File: src/hdl/dcse_pkg.sv
// Shared types and constants of the DER certificate signature extractor.
// No dependencies; imported by every module of the block.
`timescale 1ns / 1ps

package dcse_pkg;

  localparam int DEF_MAX_CERT_BYTES    = 4096;
  localparam int DEF_MAX_LENGTH_OCTETS = 4;
  localparam int DEF_QUEUE_DEPTH       = 2;

  localparam int SIG_LIMIT_W = 13;
  localparam logic [SIG_LIMIT_W-1:0] SIG_LIMIT_RESET = 13'd1024;

  localparam logic [7:0] TAG_SEQUENCE     = 8'h30;
  localparam logic [7:0] TAG_VERSION_MASK = 8'ha0;
  localparam logic [7:0] LEN_LONG_FORM    = 8'h80;
  localparam logic [6:0] LEN_COUNT_MASK   = 7'h7f;

  localparam logic [2:0] ST_DATA       = 3'd0;
  localparam logic [2:0] ST_NOT_DER    = 3'd1;
  localparam logic [2:0] ST_TOO_LARGE  = 3'd2;
  localparam logic [2:0] ST_SIG_LONG   = 3'd3;
  localparam logic [2:0] ST_TRUNCATED  = 3'd4;
  localparam logic [2:0] ST_BAD_LENGTH = 3'd5;
  localparam logic [2:0] ST_EMPTY      = 3'd6;

  typedef struct packed {
    logic [7:0] sig_byte;
    logic       sig_last;
    logic [2:0] status;
  } dcse_result_t;

endpackage

File: src/hdl/dcse_parser.sv
// Front end: accepts certificate bytes, walks the DER header and element
// structure and produces result records. Depends on dcse_pkg.
`timescale 1ns / 1ps

module dcse_parser
  import dcse_pkg::*;
#(
  parameter int MAX_CERT_BYTES    = DEF_MAX_CERT_BYTES,
  parameter int MAX_LENGTH_OCTETS = DEF_MAX_LENGTH_OCTETS
) (
  input  logic                   clk,
  input  logic                   rst,
  input  logic                   cfg_valid,
  input  logic [SIG_LIMIT_W-1:0] cfg_data,
  input  logic                   in_valid,
  input  logic                   in_ready,
  input  logic [7:0]             in_byte,
  input  logic                   in_last,
  output logic                   push,
  output dcse_result_t           push_data
);

  localparam int RW = 8 * MAX_LENGTH_OCTETS;
  localparam int LW = $clog2(MAX_LENGTH_OCTETS + 1);
  localparam int CW = $clog2(MAX_CERT_BYTES + 2);
  localparam int XW = RW + SIG_LIMIT_W;

  localparam logic [2:0] PH_OUTER_TAG = 3'd0;
  localparam logic [2:0] PH_OUTER_LEN = 3'd1;
  localparam logic [2:0] PH_TBS_TAG   = 3'd2;
  localparam logic [2:0] PH_TBS_LEN   = 3'd3;
  localparam logic [2:0] PH_ELEM_TAG  = 3'd4;
  localparam logic [2:0] PH_ELEM_LEN  = 3'd5;
  localparam logic [2:0] PH_ELEM_BODY = 3'd6;
  localparam logic [2:0] PH_IDLE      = 3'd7;

  localparam logic [3:0] EL_VERSION    = 4'd0;
  localparam logic [3:0] EL_TBS_FIRST  = 4'd1;
  localparam logic [3:0] EL_KEY_INFO   = 4'd6;
  localparam logic [3:0] EL_EXTENSIONS = 4'd7;
  localparam logic [3:0] EL_SIG_ALG    = 4'd8;
  localparam logic [3:0] EL_SIG_VALUE  = 4'd9;

  localparam logic [1:0] LEN_MORE = 2'd0;
  localparam logic [1:0] LEN_DONE = 2'd1;
  localparam logic [1:0] LEN_BAD  = 2'd2;

  typedef struct packed {
    logic [1:0]    code;
    logic [RW-1:0] rem;
    logic [LW-1:0] left;
  } len_step_t;

  function automatic len_step_t take_len(input logic [7:0] b, input logic [RW-1:0] rem,
                                         input logic [LW-1:0] left);
    len_step_t  r;
    logic [6:0] n;
    logic [RW+7:0] sh;
    r.code = LEN_MORE;
    r.rem  = rem;
    r.left = left;
    n  = b[6:0] & LEN_COUNT_MASK;
    sh = {rem, b};
    if (left == '0) begin
      if ((b & LEN_LONG_FORM) != 8'h00) begin
        if (n > 7'(MAX_LENGTH_OCTETS)) begin
          r.code = LEN_BAD;
        end else begin
          r.rem = '0;
          if (n == 7'd0) begin
            r.code = LEN_DONE;
          end else begin
            r.left = n[LW-1:0];
          end
        end
      end else begin
        r.rem  = RW'(b);
        r.code = LEN_DONE;
      end
    end else begin
      r.rem  = sh[RW-1:0];
      r.left = left - 1'b1;
      r.code = (left == LW'(1)) ? LEN_DONE : LEN_MORE;
    end
    return r;
  endfunction

  logic [SIG_LIMIT_W-1:0] sig_limit;
  logic [2:0]             phase, phase_next;
  logic [3:0]             elem, elem_next;
  logic [RW-1:0]          rem, rem_next;
  logic [LW-1:0]          left, left_next;
  logic [CW-1:0]          count, count_next;
  logic [1:0]             voff, voff_next;
  logic                   has_ext, has_ext_next;
  logic                   first_sig, first_sig_next;
  logic [2:0]             err;
  logic                   data, data_last;
  logic                   in_fire;
  len_step_t              ls;

  assign in_fire = in_valid && in_ready;

  always_ff @(posedge clk) begin
    if (rst) begin
      sig_limit <= SIG_LIMIT_RESET;
    end else if (cfg_valid) begin
      sig_limit <= cfg_data;
    end
  end

  always_comb begin
    phase_next     = phase;
    elem_next      = elem;
    rem_next       = rem;
    left_next      = left;
    count_next     = count;
    voff_next      = voff;
    has_ext_next   = has_ext;
    first_sig_next = first_sig;
    err            = ST_DATA;
    data           = 1'b0;
    data_last      = 1'b0;
    ls             = take_len(in_byte, rem, left);
    if (phase != PH_IDLE) begin
      count_next = count + 1'b1;
      if (count_next > CW'(MAX_CERT_BYTES)) begin
        err = ST_TOO_LARGE;
      end else begin
        unique case (phase)
          PH_OUTER_TAG: begin
            if (in_byte != TAG_SEQUENCE) begin
              err = ST_NOT_DER;
            end else begin
              phase_next = PH_OUTER_LEN;
            end
          end
          PH_OUTER_LEN, PH_TBS_LEN: begin
            rem_next  = ls.rem;
            left_next = ls.left;
            if (ls.code == LEN_BAD) begin
              err = ST_BAD_LENGTH;
            end else if (ls.code == LEN_DONE) begin
              phase_next = (phase == PH_OUTER_LEN) ? PH_TBS_TAG : PH_ELEM_TAG;
            end
          end
          PH_TBS_TAG: begin
            phase_next = PH_TBS_LEN;
          end
          PH_ELEM_TAG: begin
            if (elem == EL_VERSION && (in_byte & TAG_VERSION_MASK) == 8'h00) begin
              elem_next = EL_TBS_FIRST;
            end
            phase_next = PH_ELEM_LEN;
          end
          PH_ELEM_LEN: begin
            rem_next  = ls.rem;
            left_next = ls.left;
            if (ls.code == LEN_BAD) begin
              err = ST_BAD_LENGTH;
            end else if (ls.code == LEN_DONE) begin
              if (elem == EL_SIG_VALUE) begin
                if (ls.rem == '0) begin
                  err = ST_EMPTY;
                end else if (XW'(ls.rem) > XW'(sig_limit)) begin
                  err = ST_SIG_LONG;
                end else begin
                  first_sig_next = 1'b1;
                  phase_next     = PH_ELEM_BODY;
                end
              end else if (ls.rem == '0) begin
                if (elem == EL_KEY_INFO) begin
                  elem_next = has_ext ? EL_EXTENSIONS : EL_SIG_ALG;
                end else begin
                  elem_next = elem + 1'b1;
                end
                phase_next = PH_ELEM_TAG;
              end else begin
                phase_next = PH_ELEM_BODY;
              end
            end
          end
          PH_ELEM_BODY: begin
            rem_next = rem - 1'b1;
            if (elem == EL_SIG_VALUE) begin
              first_sig_next = 1'b0;
              if (first_sig && in_byte == 8'h00) begin
                if (rem_next == '0) begin
                  err = ST_EMPTY;
                end
              end else begin
                data      = 1'b1;
                data_last = (rem_next == '0);
                if (data_last) begin
                  phase_next = PH_IDLE;
                end
              end
            end else begin
              if (elem == EL_VERSION) begin
                if (voff < 2'd2) begin
                  voff_next = voff + 1'b1;
                end else if (voff == 2'd2) begin
                  has_ext_next = (in_byte != 8'h00);
                  voff_next    = 2'd3;
                end
              end
              if (rem_next == '0) begin
                if (elem == EL_KEY_INFO) begin
                  elem_next = has_ext_next ? EL_EXTENSIONS : EL_SIG_ALG;
                end else begin
                  elem_next = elem + 1'b1;
                end
                phase_next = PH_ELEM_TAG;
              end
            end
          end
          default: begin
            phase_next = phase;
          end
        endcase
      end
      if (err == ST_DATA && in_last && phase_next != PH_IDLE) begin
        err  = ST_TRUNCATED;
        data = 1'b0;
      end
      if (err != ST_DATA) begin
        phase_next = PH_IDLE;
      end
    end
    if (in_last) begin
      phase_next     = PH_OUTER_TAG;
      elem_next      = EL_VERSION;
      rem_next       = '0;
      left_next      = '0;
      count_next     = '0;
      voff_next      = 2'd0;
      has_ext_next   = 1'b0;
      first_sig_next = 1'b1;
    end
  end

  always_ff @(posedge clk) begin
    if (rst) begin
      phase     <= PH_OUTER_TAG;
      elem      <= EL_VERSION;
      rem       <= '0;
      left      <= '0;
      count     <= '0;
      voff      <= 2'd0;
      has_ext   <= 1'b0;
      first_sig <= 1'b1;
    end else if (in_fire) begin
      phase     <= phase_next;
      elem      <= elem_next;
      rem       <= rem_next;
      left      <= left_next;
      count     <= count_next;
      voff      <= voff_next;
      has_ext   <= has_ext_next;
      first_sig <= first_sig_next;
    end
  end

  assign push               = in_fire && (err != ST_DATA || data);
  assign push_data.sig_byte = (err != ST_DATA) ? 8'h00 : in_byte;
  assign push_data.sig_last = (err != ST_DATA) ? 1'b1 : data_last;
  assign push_data.status   = err;

`ifndef ASSERT_OFF
  a_idle_silent: assert property (@(posedge clk) disable iff (rst)
    (in_fire && phase == PH_IDLE) |-> !push)
    else $error("result produced while waiting for end of certificate");

  a_count_bound: assert property (@(posedge clk) disable iff (rst)
    count <= CW'(MAX_CERT_BYTES + 1))
    else $error("byte count ran past the size limit");

  a_rearm: assert property (@(posedge clk) disable iff (rst)
    (in_fire && in_last) |=> (phase == PH_OUTER_TAG && count == '0 && first_sig))
    else $error("parser did not rearm after final byte");

  a_err_last: assert property (@(posedge clk) disable iff (rst)
    (push && push_data.status != ST_DATA) |-> (push_data.sig_last && push_data.sig_byte == 8'h00))
    else $error("error result without final mark");
`endif

endmodule

File: src/hdl/dcse_queue.sv
// Short result queue between the parser and the output stage.
// Depends on dcse_pkg for the result record type.
`timescale 1ns / 1ps

module dcse_queue
  import dcse_pkg::*;
#(
  parameter int QUEUE_DEPTH = DEF_QUEUE_DEPTH
) (
  input  logic         clk,
  input  logic         rst,
  input  logic         push,
  input  dcse_result_t push_data,
  output logic         not_full,
  output logic         not_empty,
  input  logic         pop,
  output dcse_result_t pop_data
);

  localparam int PW = (QUEUE_DEPTH > 1) ? $clog2(QUEUE_DEPTH) : 1;
  localparam int NW = $clog2(QUEUE_DEPTH + 1);

  dcse_result_t  slots [QUEUE_DEPTH];
  logic [PW-1:0] wr_ptr, rd_ptr;
  logic [NW-1:0] fill;

  assign not_full  = (fill != NW'(QUEUE_DEPTH));
  assign not_empty = (fill != '0);
  assign pop_data  = slots[rd_ptr];

  always_ff @(posedge clk) begin
    if (push) begin
      slots[wr_ptr] <= push_data;
    end
  end

  always_ff @(posedge clk) begin
    if (rst) begin
      wr_ptr <= '0;
      rd_ptr <= '0;
      fill   <= '0;
    end else begin
      if (push) begin
        wr_ptr <= (wr_ptr == PW'(QUEUE_DEPTH - 1)) ? '0 : wr_ptr + 1'b1;
      end
      if (pop) begin
        rd_ptr <= (rd_ptr == PW'(QUEUE_DEPTH - 1)) ? '0 : rd_ptr + 1'b1;
      end
      case ({push, pop})
        2'b10:   fill <= fill + 1'b1;
        2'b01:   fill <= fill - 1'b1;
        default: fill <= fill;
      endcase
    end
  end

`ifndef ASSERT_OFF
  a_no_overflow: assert property (@(posedge clk) disable iff (rst)
    push |-> (not_full || pop))
    else $error("request pushed into full queue");

  a_no_underflow: assert property (@(posedge clk) disable iff (rst)
    pop |-> not_empty)
    else $error("request popped from empty queue");

  a_fill_bound: assert property (@(posedge clk) disable iff (rst)
    fill <= NW'(QUEUE_DEPTH))
    else $error("queue fill count out of range");
`endif

endmodule

File: src/hdl/dcse_emit.sv
// Back end: output register that drains the result queue onto the stream.
// Depends on dcse_pkg for the result record type.
`timescale 1ns / 1ps

module dcse_emit
  import dcse_pkg::*;
(
  input  logic         clk,
  input  logic         rst,
  input  logic         q_valid,
  input  dcse_result_t q_data,
  output logic         q_pop,
  output logic         out_valid,
  input  logic         out_ready,
  output dcse_result_t out_data
);

  logic         valid;
  dcse_result_t hold;

  assign q_pop     = q_valid && (!valid || out_ready);
  assign out_valid = valid;
  assign out_data  = hold;

  always_ff @(posedge clk) begin
    if (rst) begin
      valid <= 1'b0;
    end else if (q_pop) begin
      valid <= 1'b1;
    end else if (out_ready) begin
      valid <= 1'b0;
    end
  end

  always_ff @(posedge clk) begin
    if (q_pop) begin
      hold <= q_data;
    end
  end

endmodule

File: src/hdl/der_certificate_signature_extractor.sv
// Top level of the DER certificate signature extractor.
// Depends on dcse_pkg, dcse_parser, dcse_queue and dcse_emit.
`timescale 1ns / 1ps

// Feed a DER X.509 certificate one byte per request on the slave stream,
// tlast on its final byte. The block takes one byte every clock cycle: the
// parser updates its header and length state once for each accepted byte,
// and its results go through a small queue and an output register, so input
// stalls only when the queue fills under output backpressure. The signature
// value bytes come out on the master stream with tuser = 0 and tlast on the
// final one; an error gives one result with tdata = 0, tlast = 1 and the
// error code in tuser, and the rest of that certificate is dropped. The
// signature length limit is written on the cfg channel, always ready.

module der_certificate_signature_extractor
  import dcse_pkg::*;
#(
  parameter int MAX_CERT_BYTES    = DEF_MAX_CERT_BYTES,
  parameter int MAX_LENGTH_OCTETS = DEF_MAX_LENGTH_OCTETS,
  parameter int QUEUE_DEPTH       = DEF_QUEUE_DEPTH
) (
  input  logic                   clk,
  input  logic                   rst,
  input  logic                   cfg_valid,
  output logic                   cfg_ready,
  input  logic [SIG_LIMIT_W-1:0] cfg_data,       // signature_limit
  input  logic                   s_axis_tvalid,
  output logic                   s_axis_tready,
  input  logic [7:0]             s_axis_tdata,   // cert_byte
  input  logic                   s_axis_tlast,
  output logic                   m_axis_tvalid,
  input  logic                   m_axis_tready,
  output logic [7:0]             m_axis_tdata,   // sig_byte
  output logic [2:0]             m_axis_tuser,   // status
  output logic                   m_axis_tlast
);

  logic         push, q_not_full, q_not_empty, q_pop;
  dcse_result_t push_data, q_data, out_data;

  assign cfg_ready     = 1'b1;
  assign s_axis_tready = q_not_full;

  dcse_parser #(
    .MAX_CERT_BYTES   (MAX_CERT_BYTES),
    .MAX_LENGTH_OCTETS(MAX_LENGTH_OCTETS)
  ) u_parser (
    .clk      (clk),
    .rst      (rst),
    .cfg_valid(cfg_valid && cfg_ready),
    .cfg_data (cfg_data),
    .in_valid (s_axis_tvalid),
    .in_ready (q_not_full),
    .in_byte  (s_axis_tdata),
    .in_last  (s_axis_tlast),
    .push     (push),
    .push_data(push_data)
  );

  dcse_queue #(
    .QUEUE_DEPTH(QUEUE_DEPTH)
  ) u_queue (
    .clk      (clk),
    .rst      (rst),
    .push     (push),
    .push_data(push_data),
    .not_full (q_not_full),
    .not_empty(q_not_empty),
    .pop      (q_pop),
    .pop_data (q_data)
  );

  dcse_emit u_emit (
    .clk      (clk),
    .rst      (rst),
    .q_valid  (q_not_empty),
    .q_data   (q_data),
    .q_pop    (q_pop),
    .out_valid(m_axis_tvalid),
    .out_ready(m_axis_tready),
    .out_data (out_data)
  );

  assign m_axis_tdata = out_data.sig_byte;
  assign m_axis_tlast = out_data.sig_last;
  assign m_axis_tuser = out_data.status;

endmodule
File: config.mk
export PLATFORM = sky130hd
export DESIGN_NAME = der_certificate_signature_extractor
export DESIGN_NICKNAME = d
export VERILOG_FILES = /design/src/hdl/dcse_pkg.sv /design/src/hdl/dcse_parser.sv /design/src/hdl/dcse_queue.sv /design/src/hdl/dcse_emit.sv /design/src/hdl/der_certificate_signature_extractor.sv
export SDC_FILE = /design/constraint.sdc
export NUM_CORES = 1
export LEC_CHECK = 0
export BUFFER_PORTS_ARGS = -buffer_cell sky130_fd_sc_hd__buf_2
export CAP_MARGIN = 0
export CORE_MARGIN = 3
export CORE_UTILIZATION = 40
export CTS_CLUSTER_SIZE = 14
export DETAILED_ROUTE_END_ITERATION = 8
export PLACE_DENSITY = 0.57
export RECOVER_POWER = 50
export SLEW_MARGIN = 30
export SYNTH_ARGS = -nofsm -noshare
export SYNTH_HDL_FRONTEND = slang
export SYNTH_HIERARCHICAL = 1
export SYNTH_SLANG_ARGS = --single-unit
File: constraint.sdc
create_clock -name clk -period 5.75 [get_ports clk]
set_clock_uncertainty 0.2 [all_clocks]
set_input_delay 0 -clock clk [delete_from_list [all_inputs] [get_ports clk]]
set_output_delay 0 -clock clk [all_outputs]
set_load 0.02 [all_outputs]
==> results of run 1 <==
## area by class of cell
class	instances	area (um^2)
clock inverters	13	163
multi-input cells	697	4390
flip-flops and latches	114	2640
repair buffers	87	621
clock buffers	19	433
fillers	1783	9430
inverters	33	124
well taps	229	287
## power by group through the flow
stage	sequential, uW	combinational, uW	clock, uW
floorplan	1080	487	0
global placement	1060	713	0
detailed placement	1060	713	0
CTS	1040	740	1090
global route	1060	799	1130
finish	1040	727	1070
## per-stage QoR
| step | hold slack, ns | instances | setup WS [ns] | total power [uW] | instance area [um^2] |
|---|---|---|---|---|---|
| CTS | 0.00853 | 1192 | 0.348 | 2880 | 8700 |
| detailed placement | 0.0491 | 1123 | 0.392 | 1770 | 7740 |
| global placement | 0.0396 | 1123 | 0.513 | 1770 | 7740 |
| floorplan | -0.138 | 908 | 0.809 | 1570 | 7430 |
| global route | 0.0577 | 1192 | 0.00249 | 2990 | 8660 |
| finish | 0.0316 | 1192 | 0.463 | 2840 | 8660 |
## routing by layer
layer / vias up / GRT usage [%] / share of wire (%)
met4: 0 / 7.53 / 2.6
li1: 3423 / - / -
met2: 285 / 36.1 / 46
met5: - / 0 / 0
met3: 53 / 4.81 / 6.9
met1: 3365 / 29.2 / 45
## cells in the final DEF (no fill, tap or decap), types with 5 or more instances in the layout
| cell type | n |
|---|---|
| sky130_fd_sc_hd__mux2_1 | 10 |
| sky130_fd_sc_hd__a22oi_1 | 22 |
| sky130_fd_sc_hd__dlygate4sd3_1 | 37 |
| sky130_fd_sc_hd__nor4_1 | 12 |
| sky130_fd_sc_hd__nor2b_1 | 7 |
| sky130_fd_sc_hd__nor2_1 | 113 |
| sky130_fd_sc_hd__nor3_1 | 28 |
| sky130_fd_sc_hd__ha_1 | 24 |
| sky130_fd_sc_hd__xor2_1 | 9 |
| sky130_fd_sc_hd__buf_2 | 26 |
| sky130_fd_sc_hd__clkbuf_16 | 17 |
| sky130_fd_sc_hd__mux2i_1 | 14 |
| sky130_fd_sc_hd__inv_1 | 33 |
| sky130_fd_sc_hd__and3_1 | 13 |
| sky130_fd_sc_hd__clkbuf_1 | 18 |
| sky130_fd_sc_hd__a21oi_1 | 56 |
| sky130_fd_sc_hd__or3_1 | 14 |
| sky130_fd_sc_hd__a31oi_1 | 20 |
| sky130_fd_sc_hd__a21o_1 | 5 |
| sky130_fd_sc_hd__xnor2_1 | 9 |
| sky130_fd_sc_hd__dfxtp_1 | 78 |
| sky130_fd_sc_hd__o21ai_0 | 56 |
| sky130_fd_sc_hd__nand4_1 | 11 |
| sky130_fd_sc_hd__o21ai_1 | 9 |
| sky130_fd_sc_hd__and4_1 | 5 |
| sky130_fd_sc_hd__o22ai_1 | 5 |
| sky130_fd_sc_hd__o211ai_1 | 7 |
| sky130_fd_sc_hd__nand2_1 | 76 |
| sky130_fd_sc_hd__nand3_1 | 27 |
| sky130_fd_sc_hd__edfxtp_1 | 36 |
| sky130_fd_sc_hd__and2_1 | 28 |
| sky130_fd_sc_hd__a22o_1 | 9 |
| sky130_fd_sc_hd__buf_4 | 8 |
## worst max-delay path, stage by stage, from the launching register on
cell                        delay [ns]
sky130_fd_sc_hd__dfxtp_1          0.32
sky130_fd_sc_hd__inv_1            0.08
sky130_fd_sc_hd__ha_1             0.29
sky130_fd_sc_hd__nand3b_1         0.15
sky130_fd_sc_hd__a21oi_2          0.27
sky130_fd_sc_hd__buf_4            0.30
sky130_fd_sc_hd__a22o_1           0.18
sky130_fd_sc_hd__ha_1             0.25
sky130_fd_sc_hd__nor2b_1          0.14
sky130_fd_sc_hd__o211ai_1         0.16
sky130_fd_sc_hd__a21oi_1          0.09
sky130_fd_sc_hd__or4b_1           0.52
sky130_fd_sc_hd__nand2_1          0.15
sky130_fd_sc_hd__a211oi_1         0.09
sky130_fd_sc_hd__o2bb2ai_1        0.21
sky130_fd_sc_hd__nand2_1          0.16
sky130_fd_sc_hd__o211a_1          0.25
sky130_fd_sc_hd__o32ai_1          0.44
sky130_fd_sc_hd__inv_1            0.12
sky130_fd_sc_hd__ha_1             0.36
sky130_fd_sc_hd__or3_1            0.35
sky130_fd_sc_hd__a21oi_1          0.14
## path summary, 6_finish.rpt
kind	cells past startpoint	endpoint	startpoint
min	4	u_parser/left[2]	s_axis_tlast
max reg2reg	21	u_queue/fill[1]	u_parser/left[0]
min reg2reg	2	u_parser/left[1]	u_parser/left[1]
max	21	u_queue/fill[1]	u_parser/left[0]
## kinds of logic after synthesis
group	Yosys count	share of synthesized area, %
xor gates and xnor gates	18	2.12
buffers and inverters	97	5.19
muxes	28	4.01
DFF	114	35.6
AOI/OAI and AO/OA	246	21.8
and+or+nand+nor	380	27.2
adders and majority gates	24	4.04
other	1	0.0505
## sequential cells by signal, indices dropped and copies added, names as in the netlist, named ones only
register            flops
u_parser/rem           32
u_emit/out_data        12
u_parser/first_sig      1
u_parser/has_ext        1
u_parser/phase          3
u_parser/left           3
u_queue/fill            2
u_parser/voff           2
u_queue/rd_ptr          1
u_emit/out_valid        1
u_queue/slots          24
u_parser/elem           4
u_parser/count         13
u_parser/sig_limit     13
u_queue/wr_ptr          1
## repair_timing
item	in CTS	in global routing
hold buffers	37	0
resized for setup	0	1
setup buffers	0	0
endpoints found under the setup margin	0	13
hold endpoints to repair	34	0
==> flow_metrics.env, run 1 <==
export IMPL_clock_fmax_mhz=189
export IMPL_cts_root_buffer_cell="sky130_fd_sc_hd__clkbuf_16"
export IMPL_io_pins=42
export IMPL_via_per_inst=5.98
export IMPL_synth_top_cells_by_count="sky130_fd_sc_hd__nor2_1, sky130_fd_sc_hd__dfxtp_1, sky130_fd_sc_hd__nand2_1, sky130_fd_sc_hd__a21oi_1, sky130_fd_sc_hd__o21ai_0"
export IMPL_hold_viol=0
export IMPL_clockPowerShare_pct=37.7
export IMPL_post_synth_main_area_contributors="sky130_fd_sc_hd__dfxtp_1, sky130_fd_sc_hd__edfxtp_1, sky130_fd_sc_hd__nor2_1"
export IMPL_avgSynthCellArea_um2=8.18
export IMPL_max_slew_margin_rel_pct=30.2
export IMPL_placement_io_buffers=40
export IMPL_place_detailed_hpwl_um=15100
export IMPL_kind_of_capture_point_of_the_worst_setup_path="flop"
export IMPL_dieHeight_um=142
export IMPL_antenna_fix_cells=0
export IMPL_track_usage_pct=22.2
export IMPL_synth_lib_cells_used_distinct=85
export IMPL_synth_enable_flop_cells=36
export IMPL_clk_pin_slew_ns=0.06
export IMPL_clock_insertion_delay_worst_skew_ns=0.41
export IMPL_area_fraction_of_the_dominant_cell_type_after_synthesis_pct=21.0
export IMPL_synth_most_common_cell="sky130_fd_sc_hd__nor2_1"
export IMPL_timing_final_setup_violations=0
export IMPL_grt_pass1_vias=6693
export IMPL_postSynth_asyncResetShare_pct=0
export IMPL_fp_coreArea_mm2=0.0181
export IMPL_postRouteWirelength_um=22200
export IMPL_transition_time_at_the_pin_with_the_least_slew_margin_ns=1.04
export IMPL_final_setup_tns_ns=0
export IMPL_vdd_drop_max_uv=202
export IMPL_fin_nets=1001
export IMPL_syn_nets=959
export IMPL_ctsLongestPathBuffers=2
export IMPL_synth_largest_area_cell="sky130_fd_sc_hd__dfxtp_1"
export IMPL_slew_violations=0
export IMPL_grt_antenna_before_repair=0
export IMPL_finish_utilization_pct=47.9
export IMPL_sequential_power_share_pct=36.7
export IMPL_die_area_mm2=0.0202
export IMPL_criticalPathCategory="flop to flop"
export IMPL_seq_area_frac_synth_pct=35.6
export IMPL_cp_data_required_time_ns=5.89
export IMPL_number_of_remaining_drc_errors=0
export IMPL_finalCritPeriodShare_pct=91.9
export IMPL_gr_total_overflow=0
export IMPL_cell_internal_pwr_uw=1920
export IMPL_leakage_uw=0.00329
export IMPL_initial_utilization_pct=41.1
export IMPL_dr_first_iter_drc_count=694
export IMPL_run_status="complete, no violations"
export IMPL_antenna_left=0
export IMPL_gpl_final_weighted_congestion=0.943
export IMPL_cp_arrival_ns=5.42
export IMPL_powerDensity_mw_per_mm2=328
export IMPL_fp_dieW_um=142
export IMPL_synth_seq_cells=114
export IMPL_final_critical_delay_including_setup_and_external_delays_ns=5.29
export IMPL_post_drt_wl_per_cell_um=18.6
export IMPL_synthesis_area_mm2=0.00743
export IMPL_setup_reg_to_reg_worst_slack_ns=0.46
export IMPL_htreeDepth=4
export IMPL_min_path_type="input port to flop"
export IMPL_post_synth_inst_count=908
export IMPL_tritoncts="yes"
export IMPL_crit_path_start_kind="flop"
export IMPL_maximum_number_of_pins_on_one_net_before_global_route_repair=75
export IMPL_count_of_max_cap_constraint_violations=0
export IMPL_p_comb_share_pct=25.5
export IMPL_power_net_switching_uw=924
export IMPL_drt_first_pass_iters=5
export IMPL_share_of_cells_above_drive_strength_1_pct=10.3
export IMPL_route_vias_total=7126
export IMPL_cts_num_sinks=114
export IMPL_ys_flop_type="sky130_fd_sc_hd__dfxtp_1"
export IMPL_wire_length_of_the_first_global_routing_pass_um=35800
export IMPL_yosys_warn_count=6
export IMPL_placementRows=49
export IMPL_grt_setup_unrepaired="false"
export IMPL_area_growth_pct=16.6
export IMPL_tritoncts_num_buffers=17
export IMPL_sw_frac_of_total_pct=32.5
export IMPL_critical_path_peak_fanout=15
Power figures use the tool's default switching activity.
==> run 2, diff against run 1 <==
--- a/config.mk
+++ b/config.mk
@@ -5,13 +5,15 @@
 export SDC_FILE = /design/constraint.sdc
 export NUM_CORES = 1
 export LEC_CHECK = 0
+export ABC_AREA = 1
 export BUFFER_PORTS_ARGS = -buffer_cell sky130_fd_sc_hd__buf_2
 export CAP_MARGIN = 0
 export CORE_MARGIN = 3
 export CORE_UTILIZATION = 40
+export CTS_BUF_LIST = sky130_fd_sc_hd__clkbuf_4
 export CTS_CLUSTER_SIZE = 14
 export DETAILED_ROUTE_END_ITERATION = 8
-export PLACE_DENSITY = 0.57
+export PLACE_DENSITY_LB_ADDON = 0.08
 export RECOVER_POWER = 50
 export SLEW_MARGIN = 30
 export SYNTH_ARGS = -nofsm -noshare
==> flow_metrics.env, run 2 <==
export IMPL_seq_area_frac_synth_pct=35.5
export IMPL_initial_utilization_pct=41.1
export IMPL_grt_antenna_before_repair=1
export IMPL_clk_pin_slew_ns=0.12
export IMPL_wire_length_of_the_first_global_routing_pass_um=35700
export IMPL_cts_resized=0
export IMPL_ys_flop_type="sky130_fd_sc_hd__dfxtp_1"
export IMPL_tritoncts="yes"
export IMPL_grt_setup_unrepaired="false"
export IMPL_share_of_cells_above_drive_strength_1_pct=8.44
export IMPL_synth_enable_flop_cells=36
export IMPL_place_detailed_hpwl_um=15400
export IMPL_avgSynthCellArea_um2=6.79
export IMPL_fp_coreArea_mm2=0.0181
export IMPL_post_synth_main_area_contributors="sky130_fd_sc_hd__dfxtp_1, sky130_fd_sc_hd__edfxtp_1, sky130_fd_sc_hd__nand2_1"
export IMPL_hold_viol=0
export IMPL_worst_path_largest_cell_delay_ns=0.38
export IMPL_area_fraction_of_the_dominant_cell_type_after_synthesis_pct=21.0
export IMPL_dr_first_iter_drc_count=572
export IMPL_critical_path_cell_with_the_highest_stage_delay="sky130_fd_sc_hd__inv_1"
export IMPL_tritoncts_num_buffers=17
export IMPL_post_synth_inst_count=1095
export IMPL_powerDensity_mw_per_mm2=349
export IMPL_antenna_left=0
export IMPL_leakage_uw=0.00363
export IMPL_grt_pass1_vias=7200
export IMPL_track_usage_pct=21.9
export IMPL_slew_violations=123
export IMPL_setup_ws_ns=0.768
export IMPL_multiInputGateArea_mm2=0.00414
export IMPL_io_pins=42
export IMPL_critical_path_peak_fanout=26
export IMPL_crit_path_start_kind="flop"
export IMPL_maximum_number_of_pins_on_one_net_before_global_route_repair=44
export IMPL_transition_time_at_the_pin_with_the_least_slew_margin_ns=2.00
export IMPL_final_seq_area_mm2=0.00264
export IMPL_dieHeight_um=142
export IMPL_area_growth_pct=15.8
export IMPL_finish_utilization_pct=47.6
export IMPL_number_of_remaining_drc_errors=0
export IMPL_largest_register="u_parser/rem"
export IMPL_criticalPathCategory="flop to flop"
export IMPL_synth_most_common_cell="sky130_fd_sc_hd__nand2_1"
export IMPL_final_setup_tns_ns=0
export IMPL_cp_data_required_time_ns=5.73
export IMPL_postSynth_asyncResetShare_pct=0
export IMPL_layout_commonest_cell="sky130_fd_sc_hd__nand2_1"
export IMPL_placedCellCount=1339
export IMPL_route_vias_total=7490
export IMPL_pre_cts_ws_ns=0.799
export IMPL_run_status="finished, violations left"
export IMPL_htreeDepth=4
export IMPL_cts_num_sinks=114
export IMPL_synth_lib_cells_used_distinct=47
export IMPL_cp_arrival_ns=4.96
export IMPL_placementRows=49
export IMPL_clock_insertion_delay_worst_skew_ns=0.54
export IMPL_final_critical_delay_including_setup_and_external_delays_ns=4.98
export IMPL_finalCritPeriodShare_pct=86.7
export IMPL_kind_of_capture_point_of_the_worst_setup_path="flop"
export IMPL_cell_repeated_most_along_the_worst_path="sky130_fd_sc_hd__nand2_1"
export IMPL_postRouteWirelength_um=21800
export IMPL_ctsLongestPathBuffers=2
export IMPL_fillCellCount=1905
export IMPL_vdd_drop_max_uv=196
export IMPL_cts_root_buffer_cell="sky130_fd_sc_hd__clkbuf_4"
export IMPL_most_frequent_cells_in_the_layout="sky130_fd_sc_hd__nand2_1, sky130_fd_sc_hd__nor2_1, sky130_fd_sc_hd__inv_1"
export IMPL_min_path_type="input port to flop"
export IMPL_final_cells=1427
export IMPL_reg_top3="u_parser/rem: 32 flops, u_queue/slots: 24 flops"
export IMPL_gr_total_overflow=0
export IMPL_count_of_max_cap_constraint_violations=3
export IMPL_yosys_warn_count=6
export IMPL_placement_io_buffers=40
export IMPL_synthesis_area_mm2=0.00744
export IMPL_syn_nets=1146
export IMPL_max_slew_margin_rel_pct=-33.6
export IMPL_fp_dieW_um=142
export IMPL_synth_seq_cells=114
export IMPL_fin_nets=1235
export IMPL_clock_fmax_mhz=201
export IMPL_gpl_final_weighted_congestion=0.894
export IMPL_die_area_mm2=0.0203
export IMPL_failing_checks="capacitance limit, slew limit"
export IMPL_via_per_inst=5.25
export IMPL_largest_register_ffs=32
export IMPL_synth_largest_area_cell="sky130_fd_sc_hd__dfxtp_1"
export IMPL_drt_first_pass_iters=6
export IMPL_timing_final_setup_violations=0
export IMPL_synth_top_cells_by_count="sky130_fd_sc_hd__nand2_1, sky130_fd_sc_hd__nor2_1, sky130_fd_sc_hd__inv_1, sky130_fd_sc_hd__a21oi_1, sky130_fd_sc_hd__dfxtp_1"
export IMPL_post_drt_wl_per_cell_um=15.3
==> run 2: where the power goes <==
part	internal [uW]	switching, uW
combinational	381	832
clock	280	387
sequential	1010	116
==> run 2: cells by family (layout without fill, tap and decap cells) <==
kind of cell	Yosys count	count (layout)	share of synthesized area [%]
flip-flops	114	114	35.5
AND/OR/NAND/NOR	548	548	30.9
adder cells (fa/ha/maj)	24	24	4.04
buffers and inverters	154	256	8.19
XOR/XNOR	14	14	1.65
multiplexers	12	12	2.32
other	1	2	0.0504
AO/OA/AOI/OAI	228	228	17.3
==> run 2: final cells by class <==
| class | count | share of cell area, % |
|---|---|---|
| inverters | 123 | 5.39 |
| flip-flops and latches | 114 | 30.7 |
| diodes | 1 | 0.0291 |
| clock inverters | 15 | 2.14 |
| clock buffers | 17 | 1.48 |
| repair buffers | 101 | 8.85 |
| multi-input cells | 827 | 48.1 |
| well taps | 229 | 3.33 |
==> run 2: timing repair <==
item                                   CTS  global route
hold buffers                            55             0
setup buffers                            0             0
endpoints found under the hold margin   91             0
==> run 2: path summary, 6_finish.rpt <==
path,start,endpoint,slack (ns),cells after the start
setup / recovery,u_parser/left[0],u_queue/slots[1][4],0.77,28
hold / removal,cfg_valid,u_parser/sig_limit[10],0.07,3
setup reg to reg,u_parser/left[0],u_queue/slots[1][4],0.77,28
hold reg to reg,u_parser/first_sig,u_parser/first_sig,0.28,2
==> run 2: routing by layer <==
metal / up-vias / wire length [um] / GRT usage [%]
met5: - / 0 / 0
met4: 0 / 554 / 6.75
met3: 50 / 1150 / 4.30
met2: 212 / 10400 / 37.5
met1: 3420 / 9750 / 27.8
li1: 3808 / - / -
==> run 2: metrics by stage <==
stage	hold WS, ns	total power, uW	area, um^2
after global routing	0.0422	3260	8610
after global placement	0.0121	2350	7820
after floorplan	-0.138	2020	7440
final	0.0707	3000	8610
after CTS	0.00224	3070	8680
after detailed placement	0.0207	2360	7820
==> run 2: worst max-delay path, delay by kind of cell, from the launching register on <==
kind / cells / cell delay [ns]
simple gates: 17 / 2.01
buf+inv: 5 / 0.80
compound gates: 4 / 0.76
fa+ha+maj: 2 / 0.51
flops: 1 / 0.35
==> run 3, diff against run 2 <==
--- a/config.mk
+++ b/config.mk
@@ -5,7 +5,7 @@
 export SDC_FILE = /design/constraint.sdc
 export NUM_CORES = 1
 export LEC_CHECK = 0
-export ABC_AREA = 1
+export ABC_AREA = 0
 export BUFFER_PORTS_ARGS = -buffer_cell sky130_fd_sc_hd__buf_2
 export CAP_MARGIN = 0
 export CORE_MARGIN = 3
==> flow_metrics.env, run 3 (synthesis results as in run 1) <==
export IMPL_clock_insertion_delay_worst_skew_ns=0.57
export IMPL_grt_antenna_before_repair=1
export IMPL_area_growth_pct=16.5
export IMPL_crit_family="compound AO/OA/AOI/OAI gates"
export IMPL_tritoncts_num_buffers=17
export IMPL_critical_path_peak_fanout=17
export IMPL_cell_repeated_most_along_the_worst_path="sky130_fd_sc_hd__a21oi_1"
export IMPL_sequential_power_share_pct=42.8
export IMPL_largest_register_ffs=32
export IMPL_p_comb_share_pct=31.1
export IMPL_share_of_cells_above_drive_strength_1_pct=10.5
export IMPL_largest_register="u_parser/rem"
export IMPL_min_path_type="input port to flop"
export IMPL_gr_total_overflow=0
export IMPL_max_slew_margin_rel_pct=-22.4
export IMPL_ctsLongestPathBuffers=2
export IMPL_power_net_switching_uw=950
export IMPL_place_detailed_hpwl_um=16000
export IMPL_post_dp_cell_area_mm2=0.00776
export IMPL_sw_frac_of_total_pct=38.9
export IMPL_slew_violations=22
export IMPL_critical_path_cell_with_the_highest_stage_delay="sky130_fd_sc_hd__or4b_1"
export IMPL_hp_start="s_axis_tdata[2]"
export IMPL_antenna_left=0
export IMPL_layout_cell_area_non_filler_mm2=0.00865
export IMPL_number_of_remaining_drc_errors=0
export IMPL_worst_path_buf_inv=3
export IMPL_clk_pin_slew_ns=0.13
export IMPL_route_vias_total=7372
export IMPL_via_per_inst=6.03
export IMPL_hold_viol=0
export IMPL_post_drt_wl_per_cell_um=19.4
export IMPL_fin_nets=1031
export IMPL_clockPowerShare_pct=26.1
export IMPL_fp_coreArea_mm2=0.0181
export IMPL_powerDensity_mw_per_mm2=282
export IMPL_leakage_uw=0.00332
export IMPL_dieHeight_um=142
export IMPL_placement_io_buffers=40
export IMPL_finish_utilization_pct=47.9
export IMPL_pre_cts_ws_ns=0.381
export IMPL_htreeDepth=4
export IMPL_final_critical_delay_including_setup_and_external_delays_ns=5.37
export IMPL_cp_arrival_ns=5.65
export IMPL_cts_num_sinks=114
export IMPL_tritoncts="yes"
export IMPL_placementRows=49
export IMPL_run_status="finished, violations left"
export IMPL_setup_ws_ns=0.384
export IMPL_worstReg2RegStart="u_parser/left[1]"
export IMPL_postRouteWirelength_um=23700
export IMPL_maximum_number_of_pins_on_one_net_before_global_route_repair=74
export IMPL_worstSetupStartpoint="u_parser/left[1]"
export IMPL_clock_fmax_mhz=186
export IMPL_worst_path_largest_cell_delay_ns=0.55
export IMPL_die_area_mm2=0.0202
export IMPL_track_usage_pct=23.7
export IMPL_worstPathCellList="inv_1 > ha_1 > nand3b_1 > a21oi_1 > buf_4 > a22o_1 > ha_1 > a21oi_1 > a21oi_1 > or4b_1 > nand2_1 > a211oi_1 > o2bb2ai_1 > nand2_1 > o211a_1 > o32ai_2 > inv_1 > ha_1 > or3_1 > a21oi_1"
export IMPL_cell_internal_pwr_uw=1490
export IMPL_io_pins=42
export IMPL_grt_setup_unrepaired="false"
export IMPL_cts_root_buffer_cell="sky130_fd_sc_hd__clkbuf_4"
export IMPL_kind_of_capture_point_of_the_worst_setup_path="flop"
export IMPL_crit_path_start_kind="flop"
export IMPL_count_of_max_cap_constraint_violations=1
export IMPL_reg_top3="u_parser/rem: 32 flops, u_queue/slots: 24 flops"
export IMPL_cp_data_required_time_ns=6.04
export IMPL_most_frequent_cells_in_the_layout="sky130_fd_sc_hd__nor2_1, sky130_fd_sc_hd__dfxtp_1, sky130_fd_sc_hd__nand2_1"
export IMPL_final_setup_tns_ns=0
export IMPL_hold_ws_ns=0.201
export IMPL_initial_utilization_pct=41.1
export IMPL_timing_final_setup_violations=0
export IMPL_dr_first_iter_drc_count=755
export IMPL_layout_commonest_cell="sky130_fd_sc_hd__nor2_1"
export IMPL_failing_checks="capacitance limit, slew limit"
export IMPL_finalCritPeriodShare_pct=93.3
export IMPL_vdd_drop_max_uv=150
export IMPL_grt_pass1_vias=7248
export IMPL_drt_first_pass_iters=5
export IMPL_criticalPathCategory="flop to flop"
export IMPL_transition_time_at_the_pin_with_the_least_slew_margin_ns=1.84
export IMPL_gpl_final_weighted_congestion=0.943
export IMPL_fp_dieW_um=142
export IMPL_wire_length_of_the_first_global_routing_pass_um=38400
==> run 3: cell type report <==
class / instances / area [um^2]
fill: 1745 / 9430
multi-input combinational: 697 / 4390
sequential: 114 / 2640
timing repair buffer: 117 / 920
tap: 229 / 287
clock inverter: 15 / 164
clock buffer: 17 / 128
inverter: 33 / 124
antenna: 1 / 2.50
==> run 3: tightest hold or removal path, stage by stage <==
cell	delay, ns
sky130_fd_sc_hd__dlygate4sd3_1	0.53
sky130_fd_sc_hd__buf_2	0.17
sky130_fd_sc_hd__and2_1	0.15
==> run 3: path summary, 6_finish.rpt <==
path / to / slack (ns) / cells after the start
max: u_queue/fill[1] / 0.38 / 20
min: u_queue/slots[1][6] / 0.20 / 3
max reg2reg: u_queue/fill[1] / 0.38 / 20
min reg2reg: u_parser/left[1] / 0.28 / 2
==> run 3: timing repair <==
action                                 CTS  global route
endpoints found under the hold margin  104             0
setup endpoints to repair                0             9
hold buffers                            65             0
resized for setup                        0             1
buffers inserted                         0             0
==> run 3: power by group through the flow <==
stage	Clock [uW]	Combinational, uW	Sequential [uW]
final	637	759	1040
after detailed placement	0	730	1060
after floorplan	0	487	1080
after CTS	656	772	1040
after global placement	0	721	1060
after global routing	688	832	1060
==> run 3: per-layer routing <==
metal / part of all wire (%) / vias up / track usage [%]
li1: - / 3477 / -
met1: 45 / 3565 / 31.0
met2: 47 / 283 / 39.2
met3: 5.5 / 47 / 4.27
met4: 2.5 / 0 / 8.84
met5: 0 / - / 0
==> run 3: stage by stage <==
stage	std cells	total power, uW
after global routing	1223	2580
final	1223	2440
after global placement	1125	1780
after floorplan	908	1570
after CTS	1222	2470
after detailed placement	1125	1790
